===== src/hw/rtl/button_gesture_classifier_top_assert.svh =====
// assertion macros for the gesture classifier
`ifndef BUTTON_GESTURE_CLASSIFIER_TOP_ASSERT_SVH
`define BUTTON_GESTURE_CLASSIFIER_TOP_ASSERT_SVH

`ifndef SYNTHESIS

// same-cycle implication, held off during reset
`define BGC_ASSERT_IMPLY(label, clk, rst, ante, cons) \
  label: assert property (@(posedge clk) disable iff (rst) (ante) |-> (cons)) \
    else $error("assertion failed: same-cycle implication");

// next-cycle implication, held off during reset
`define BGC_ASSERT_NEXT(label, clk, rst, ante, cons) \
  label: assert property (@(posedge clk) disable iff (rst) (ante) |=> (cons)) \
    else $error("assertion failed: next-cycle implication");

`else

`define BGC_ASSERT_IMPLY(label, clk, rst, ante, cons)
`define BGC_ASSERT_NEXT(label, clk, rst, ante, cons)

`endif

`endif


===== src/hw/rtl/bgc_pkg.sv =====
package bgc_pkg;

  localparam int TIMER_W = 8;
  localparam int STATE_W = 3;
  localparam int GEST_W  = 3;
  localparam int CFG_IDX_W = 2;

  // gesture machine states
  localparam logic [STATE_W-1:0] ST_IDLE      = 3'd0;
  localparam logic [STATE_W-1:0] ST_CLICK1    = 3'd1;
  localparam logic [STATE_W-1:0] ST_PRE2      = 3'd2;
  localparam logic [STATE_W-1:0] ST_CLICK2    = 3'd3;
  localparam logic [STATE_W-1:0] ST_HOLD_WAIT = 3'd4;
  localparam logic [STATE_W-1:0] ST_CNH_WAIT  = 3'd5;
  localparam logic [STATE_W-1:0] ST_REL_WAIT  = 3'd6;

  // gesture codes on the result word
  localparam logic [GEST_W-1:0] G_NONE  = 3'd0;
  localparam logic [GEST_W-1:0] G_CLICK = 3'd1;
  localparam logic [GEST_W-1:0] G_DBL   = 3'd2;
  localparam logic [GEST_W-1:0] G_HOLD  = 3'd3;
  localparam logic [GEST_W-1:0] G_CNH   = 3'd4;
  localparam logic [GEST_W-1:0] G_LONG  = 3'd5;

  // configuration register indexes
  localparam logic [CFG_IDX_W-1:0] CFG_CLICK_WINDOW = 2'd0;
  localparam logic [CFG_IDX_W-1:0] CFG_HOLD         = 2'd1;
  localparam logic [CFG_IDX_W-1:0] CFG_LONG_HOLD    = 2'd2;

  // configuration reset values
  localparam logic [TIMER_W-1:0] CLICK_WINDOW_RST = 8'd15;
  localparam logic [TIMER_W-1:0] HOLD_RST         = 8'd15;
  localparam logic [TIMER_W-1:0] LONG_HOLD_RST    = 8'd109;

  // machine events
  typedef enum logic [1:0] {
    EV_NONE,
    EV_PRESS,
    EV_RELEASE,
    EV_TIMEOUT
  } event_t;

endpackage


===== src/hw/rtl/button_gesture_classifier_top.sv =====
// channel  | direction | handshake          | payload
// in       | to block  | in_valid/in_stall  | button_level
// out      | from block| out_valid/out_stall| gesture
// cfg      | to block  | cfg_valid/cfg_ready| cfg_index, cfg_data
//
// one word per clock sustained while the result register is free; a word taken
// passes from the input register through the gesture logic into the result register
// reset clears the machine, timer, level, valid flags and loads default timer lengths
// out_stall holds the result; the input register still takes a word while the
// result register is free, in_stall rises only when both stages are full
// cfg_ready is always high; writes to index 3 are dropped
`include "button_gesture_classifier_top_assert.svh"

module button_gesture_classifier_top (
  input  logic                              clk,
  input  logic                              rst,
  input  logic                              in_valid,
  output logic                              in_stall,
  input  logic                              button_level,
  output logic                              out_valid,
  input  logic                              out_stall,
  output logic [bgc_pkg::GEST_W-1:0]        gesture,
  input  logic                              cfg_valid,
  output logic                              cfg_ready,
  input  logic [bgc_pkg::CFG_IDX_W-1:0]     cfg_index,
  input  logic [bgc_pkg::TIMER_W-1:0]       cfg_data
);

  // configuration registers
  logic [bgc_pkg::TIMER_W-1:0] click_window_ticks;
  logic [bgc_pkg::TIMER_W-1:0] hold_ticks;
  logic [bgc_pkg::TIMER_W-1:0] long_hold_ticks;

  // machine state
  logic [bgc_pkg::STATE_W-1:0] gesture_state, gesture_state_next;
  logic [bgc_pkg::TIMER_W-1:0] gesture_timer, gesture_timer_next;
  logic                        last_level, last_level_next;

  // pipeline registers
  logic                        in_reg_valid;
  logic                        in_reg_level;
  logic [bgc_pkg::GEST_W-1:0]  res_gesture;
  logic [bgc_pkg::GEST_W-1:0]  gesture_next;

  logic                  res_free;
  logic                  process;
  logic                  timeout;
  logic [bgc_pkg::TIMER_W-1:0] timer_dec;
  bgc_pkg::event_t       ev;

  // terms watched by the checks
  logic                  idle_now;
  logic                  hold_reported;

  assign cfg_ready = 1'b1;
  assign res_free  = !out_valid || !out_stall;
  assign process   = in_reg_valid && res_free;
  assign in_stall  = in_reg_valid && !res_free;
  assign gesture   = res_gesture;

  // config writes
  always_ff @(posedge clk) begin
    if (rst) begin
      click_window_ticks <= bgc_pkg::CLICK_WINDOW_RST;
      hold_ticks         <= bgc_pkg::HOLD_RST;
      long_hold_ticks    <= bgc_pkg::LONG_HOLD_RST;
    end else if (cfg_valid && cfg_ready) begin
      unique case (cfg_index)
        bgc_pkg::CFG_CLICK_WINDOW: click_window_ticks <= cfg_data;
        bgc_pkg::CFG_HOLD:         hold_ticks         <= cfg_data;
        bgc_pkg::CFG_LONG_HOLD:    long_hold_ticks    <= cfg_data;
        default: ;
      endcase
    end
  end

  // timer service and event decode
  always_comb begin
    timer_dec = (gesture_timer != '0) ? gesture_timer - 1'b1 : gesture_timer;
    timeout   = (gesture_timer == {{(bgc_pkg::TIMER_W-1){1'b0}}, 1'b1});
    last_level_next = last_level;
    if (timeout) begin
      ev = bgc_pkg::EV_TIMEOUT;
    end else if (in_reg_level != last_level) begin
      ev = in_reg_level ? bgc_pkg::EV_PRESS : bgc_pkg::EV_RELEASE;
      last_level_next = in_reg_level;
    end else begin
      ev = bgc_pkg::EV_NONE;
    end
  end

  // gesture machine
  always_comb begin
    gesture_state_next = gesture_state;
    gesture_timer_next = timer_dec;
    gesture_next       = bgc_pkg::G_NONE;
    unique case (gesture_state)
      bgc_pkg::ST_CLICK1: begin
        if (ev == bgc_pkg::EV_RELEASE) begin
          gesture_next       = bgc_pkg::G_CLICK;
          gesture_state_next = bgc_pkg::ST_PRE2;
        end else if (ev == bgc_pkg::EV_TIMEOUT) begin
          gesture_timer_next = hold_ticks;
          gesture_state_next = bgc_pkg::ST_HOLD_WAIT;
        end
      end
      bgc_pkg::ST_PRE2: begin
        if (ev == bgc_pkg::EV_PRESS) begin
          gesture_state_next = bgc_pkg::ST_CLICK2;
        end else if (ev == bgc_pkg::EV_TIMEOUT) begin
          gesture_state_next = bgc_pkg::ST_IDLE;
        end
      end
      bgc_pkg::ST_CLICK2: begin
        if (ev == bgc_pkg::EV_RELEASE) begin
          gesture_next       = bgc_pkg::G_DBL;
          gesture_timer_next = '0;
          gesture_state_next = bgc_pkg::ST_IDLE;
        end else if (ev == bgc_pkg::EV_TIMEOUT) begin
          gesture_timer_next = hold_ticks;
          gesture_state_next = bgc_pkg::ST_CNH_WAIT;
        end
      end
      bgc_pkg::ST_HOLD_WAIT, bgc_pkg::ST_CNH_WAIT: begin
        if (ev == bgc_pkg::EV_RELEASE) begin
          gesture_timer_next = '0;
          gesture_state_next = bgc_pkg::ST_IDLE;
        end else if (ev == bgc_pkg::EV_TIMEOUT) begin
          gesture_next = (gesture_state == bgc_pkg::ST_HOLD_WAIT) ?
                         bgc_pkg::G_HOLD : bgc_pkg::G_CNH;
          gesture_timer_next = long_hold_ticks;
          gesture_state_next = bgc_pkg::ST_REL_WAIT;
        end
      end
      bgc_pkg::ST_REL_WAIT: begin
        if (ev == bgc_pkg::EV_RELEASE) begin
          gesture_timer_next = '0;
          gesture_state_next = bgc_pkg::ST_IDLE;
        end else if (ev == bgc_pkg::EV_TIMEOUT) begin
          gesture_next       = bgc_pkg::G_LONG;
          gesture_state_next = bgc_pkg::ST_IDLE;
        end
      end
      default: begin
        // idle and the unused code
        if (ev == bgc_pkg::EV_PRESS) begin
          gesture_timer_next = click_window_ticks;
          gesture_state_next = bgc_pkg::ST_CLICK1;
        end
      end
    endcase
  end

  // input register
  always_ff @(posedge clk) begin
    if (rst) begin
      in_reg_valid <= 1'b0;
    end else if (!in_stall) begin
      in_reg_valid <= in_valid;
    end
  end

  always_ff @(posedge clk) begin
    if (!in_stall && in_valid) begin
      in_reg_level <= button_level;
    end
  end

  // state update, one word per process cycle
  always_ff @(posedge clk) begin
    if (rst) begin
      gesture_state <= bgc_pkg::ST_IDLE;
      gesture_timer <= '0;
      last_level    <= 1'b0;
    end else if (process) begin
      gesture_state <= gesture_state_next;
      gesture_timer <= gesture_timer_next;
      last_level    <= last_level_next;
    end
  end

  // result register
  always_ff @(posedge clk) begin
    if (rst) begin
      out_valid <= 1'b0;
    end else if (res_free) begin
      out_valid <= in_reg_valid;
    end
  end

  always_ff @(posedge clk) begin
    if (process) begin
      res_gesture <= gesture_next;
    end
  end

  // checks
  assign idle_now      = (gesture_state == bgc_pkg::ST_IDLE);
  assign hold_reported = process &&
                         (gesture_next == bgc_pkg::G_HOLD || gesture_next == bgc_pkg::G_CNH);

  `BGC_ASSERT_IMPLY(a_idle_timer_clear, clk, rst, idle_now, gesture_timer == '0)
  `BGC_ASSERT_NEXT(a_hold_to_rel_wait, clk, rst, hold_reported, gesture_state == bgc_pkg::ST_REL_WAIT)
  `BGC_ASSERT_IMPLY(a_stall_means_full, clk, rst, in_stall, in_reg_valid && out_valid)

endmodule

===== config.mk =====
export PLATFORM = sky130hd
export DESIGN_NAME = button_gesture_classifier_top
export DESIGN_NICKNAME = d
export VERILOG_FILES = /design/src/hw/rtl/bgc_pkg.sv /design/src/hw/rtl/button_gesture_classifier_top.sv
export VERILOG_INCLUDE_DIRS = /design/src /design/src/hw/rtl
export SDC_FILE = /design/constraint.sdc
export NUM_CORES = 1
export LEC_CHECK = 0
export BUFFER_PORTS_ARGS = -buffer_cell sky130_fd_sc_hd__buf_2
export CAP_MARGIN = 20
export CORE_MARGIN = 2
export CORE_UTILIZATION = 60
export CTS_CLUSTER_SIZE = 40
export DETAILED_ROUTE_END_ITERATION = 12
export GPL_TIMING_DRIVEN = 1
export PLACE_DENSITY = 0.85
export SLEW_MARGIN = 5
export SYNTH_ARGS = -nofsm -noshare
export SYNTH_HDL_FRONTEND = slang
export SYNTH_SLANG_ARGS = --single-unit

===== constraint.sdc =====
create_clock -name clk -period 6.8 [get_ports clk]
set_clock_uncertainty 0.2 [all_clocks]
set_input_delay 1.02 -clock clk [delete_from_list [all_inputs] [get_ports clk]]
set_output_delay 1.02 -clock clk [all_outputs]
set_load 0.01 [all_outputs]

==> metrics.md <==
| Metric | Value |
|---|---|
| Final Wtd Congestion | `0.946` |
| RSZ-0062 raised after global routing | `no` |
| Die height | `70.5 µm` |
| Routed wire length | `6520 µm` |
| Most used DFF post-synth | `dfxtp_1` |
| Sequential fraction of the synthesis area | `33.2%` |
| I/O pin total | `22` |
| Met1 WL | `2830 µm` |
| Worst skew pair latency | `0.30 ns` |
| Clock sink count | `42` |
| GR Overflow Total | `0` |
| Crit start category | `register` |
| Drt first pass iters | `5` |
| Worst-Margin Slew | `1.05 ns` |
| CTS clk-pin slew, worst paths | `0.09 ns` |
| Flops & latches, synth | `42` |
| Area Growth Syn to Fin | `6.37%` |
| VDD IR max | `0.174 mV` |
| Mapped Avg Cell Area | `8.26 µm²` |
| Vias per cell | `6.59` |
| Fmax | `329 MHz` |
| ANT cells | `0` |
| Core Util, Final | `65.6%` |
| Initial antenna violation count | `0` |
| Die X | `70.5 µm` |
| Hold violation total from the final report | `0` |
| Power Density | `222 nW/µm²` |
| Final setup TNS | `0 ns` |
| Fin. max-slew vios | `0` |
| CP Class | `register to register` |
| Post-route ant nets | `0` |
| Hold WS | `0.273 ns` |
| Initial Util | `61.7%` |
| FFs w/ async S/R, synth | `0%` |
| Fin crit share | `44.8%` |
| Largest net degree at the start of global routing | `23` |
| Max Used Layer | `met4` |
| Layout cells sized above 1 | `14.0%` |
| IO Port Bufs | `20` |
| Crit-path max FO | `12` |
| Crit path DAT | `3.08 ns` |
| Largest buffer count on any clock path | `2` |
| GRT Total Usage | `27.7%` |
| Rel. slew slack | `30.0%` |
| Die area | `4960 µm²` |
| Post-DP HPWL | `4680 µm` |
| # H-tree levels | `2` |
| Drt wl/cell | `17.1 µm` |
| Cts repair resizes | `0` |
| Vias in the first global route | `2,239` |
| Kind of end point of the critical path | `register` |
| Iter 0 DRT Violations | `331` |
| Number of synthesized flops with an enable pin | `4` |
| Metal2 WL | `3020 µm` |
| Syn nets | `342` |
| Met3 wire length | `551 µm` |
| Final WS setup | `3.76 ns` |
| Vias | `2,510` |
| Yosys cell types | `70` |
| CTS buffer count | `5` |
| Setup repair bufs after CTS | `0` |
| Leak | `1.13 nW` |
| Synthesized cell area | `2650 µm²` |
| Period minus WS final | `3.04 ns` |
| Reg2Reg Setup Slack | `3.76 ns` |
| Placed cell area | `2690 µm²` |
| DRC Markers | `0` |
| Core Box Area | `4290 µm²` |
| Yosys warns | `0` |
| Filler Cells Inserted | `364` |
| CP required | `6.83 ns` |
| Mapped Cells | `321` |
| Nets@finish | `349` |
| Post-CTS Hold Fix Bufs | `0` |
| Number of max-cap violations | `0` |
| TritonCTS clock tree | `done` |
| First-pass GRT wire length | `11,200 µm` |
| Std-Cell Rows | `24` |
| Hold Path Class | `register to register` |
| Status | `finished clean` |
| Setup violators final | `0` |
| Final Cell Area | `2820 µm²` |
| CTS root buffer | `clkbuf_8` |
| Pre-CTS setup slack | `3.88 ns` |
layout make-up:
cell class / count / area (µm²) / area share, %
inverter: 14 / 52.6 / 1.86
clock inverter: 1 / 8.76 / 0.311
clock buffer: 7 / 119 / 4.22
multi-input combinational: 244 / 1590 / 56.2
tap: 52 / 65.1 / 2.31
timing repair buffer: 21 / 108 / 3.82
sequential: 42 / 881 / 31.2
layer usage:
metal,vias to the layer above,global-route usage (%)
li1,1201,-
met1,1159,39.0
met2,135,44.2
met3,15,3.90
met4,0,7.69
met5,-,0
state kept, by name, indices dropped and copies added, names as in the netlist:
register	count
gesture_state	3
gesture_timer	8
long_hold_ticks	8
in_reg_valid	1
hold_ticks	8
in_reg_level	1
last_level	1
out_valid	1
gesture	3
click_window_ticks	8
where the power goes:
group,total [mW],leakage [nW],switching (mW),internal [mW]
clock network,0.211,0.0647,0.0937,0.118
registers,0.276,0.349,0.0152,0.261
logic,0.139,0.712,0.0811,0.0578
total,0.627,1.13,0.190,0.437
Yosys cell counts, types with 3 or more instances:
cell      instances  area share [%]
a211o_1           4             1.3
a221oi_1          4             1.3
and2_1            6             1.4
buf_6             4             1.7
a32o_1            4             1.5
or4_1             4             1.1
nor3_1            5            0.94
o211ai_1          3            0.85
buf_4             3            0.85
nand2_1          34             4.8
nand3_1          11             2.1
a31oi_1           8             1.9
inv_1            13             1.8
a21o_1            4             1.1
nor3b_1           3            0.85
edfxtp_1          4             4.5
o21ai_0          13             2.5
o21ai_1           3            0.57
clkbuf_1         10             1.4
mux2i_1          17             6.4
nand3b_1          4             1.1
dfxtp_1          38              29
a21oi_1          22             4.2
a211oi_1          7             2.0
nor2_1           29             4.1
ha_1              5             2.4
a311oi_1          3            0.99
worst paths after layout:
check	cells past startpoint	endpoint	start
worst max-delay path	6	gesture_timer[7]	gesture_timer[0]
worst min-delay path	2	long_hold_ticks[1]	long_hold_ticks[1]
worst max register to register	6	gesture_timer[7]	gesture_timer[0]
worst min register to register	2	long_hold_ticks[1]	long_hold_ticks[1]
critical path, cell delays in order, from the launching register on:
cell and delay, ns:
dfxtp_1 0.46, ha_1 0.22, nor4b_2 0.85, a21oi_1 0.43
o41ai_1 0.52, a31oi_1 0.14, o22ai_1 0.14
placed cells by master, fill, tap and decap left out, drive strengths merged, types with 2 or more instances in the layout:
cell type | synthesis | layout
a31o | 2 | 2
a221oi | 6 | 6
a32o | 4 | 4
a311oi | 3 | 3
o22ai | 2 | 2
nand3 | 11 | 11
a21o | 5 | 5
nor2 | 29 | 29
nand2 | 36 | 36
ha | 5 | 5
a211o | 4 | 4
clkinv | 1 | 2
buf | 10 | 21
o21a | 2 | 2
a211oi | 7 | 7
or3 | 2 | 2
or4 | 6 | 6
a31oi | 8 | 8
nand3b | 4 | 4
nand4 | 2 | 2
and3 | 2 | 2
or2b | 2 | 2
inv | 13 | 13
o211ai | 3 | 3
nor4b | 2 | 2
nand2b | 2 | 2
nor2b | 2 | 2
nor3b | 3 | 3
and2 | 6 | 6
edfxtp | 4 | 4
clkbuf | 11 | 7
nor3 | 7 | 7
mux2i | 17 | 17
dfxtp | 38 | 38
or2 | 3 | 3
o21ai | 16 | 16
a21oi | 22 | 22
metrics by stage:
stage                     power [mW]  cells
after floorplan                0.389    321
after global placement         0.413    373
after detailed placement       0.416    373
after CTS                      0.623    381
after global routing           0.653    381
final                          0.627    381
logic make-up after synthesis:
logic type / Yosys count / share of synthesized area, %
xor+xnor: 2 / 0.661
mux: 17 / 6.42
other cells: 1 / 0.142
simple gates: 124 / 25.1
buf+inv: 35 / 6.94
fa+ha+maj: 5 / 2.36
compound gates: 95 / 25.2
flops: 42 / 33.2
Note: power is estimated with default switching activity, not from simulation.
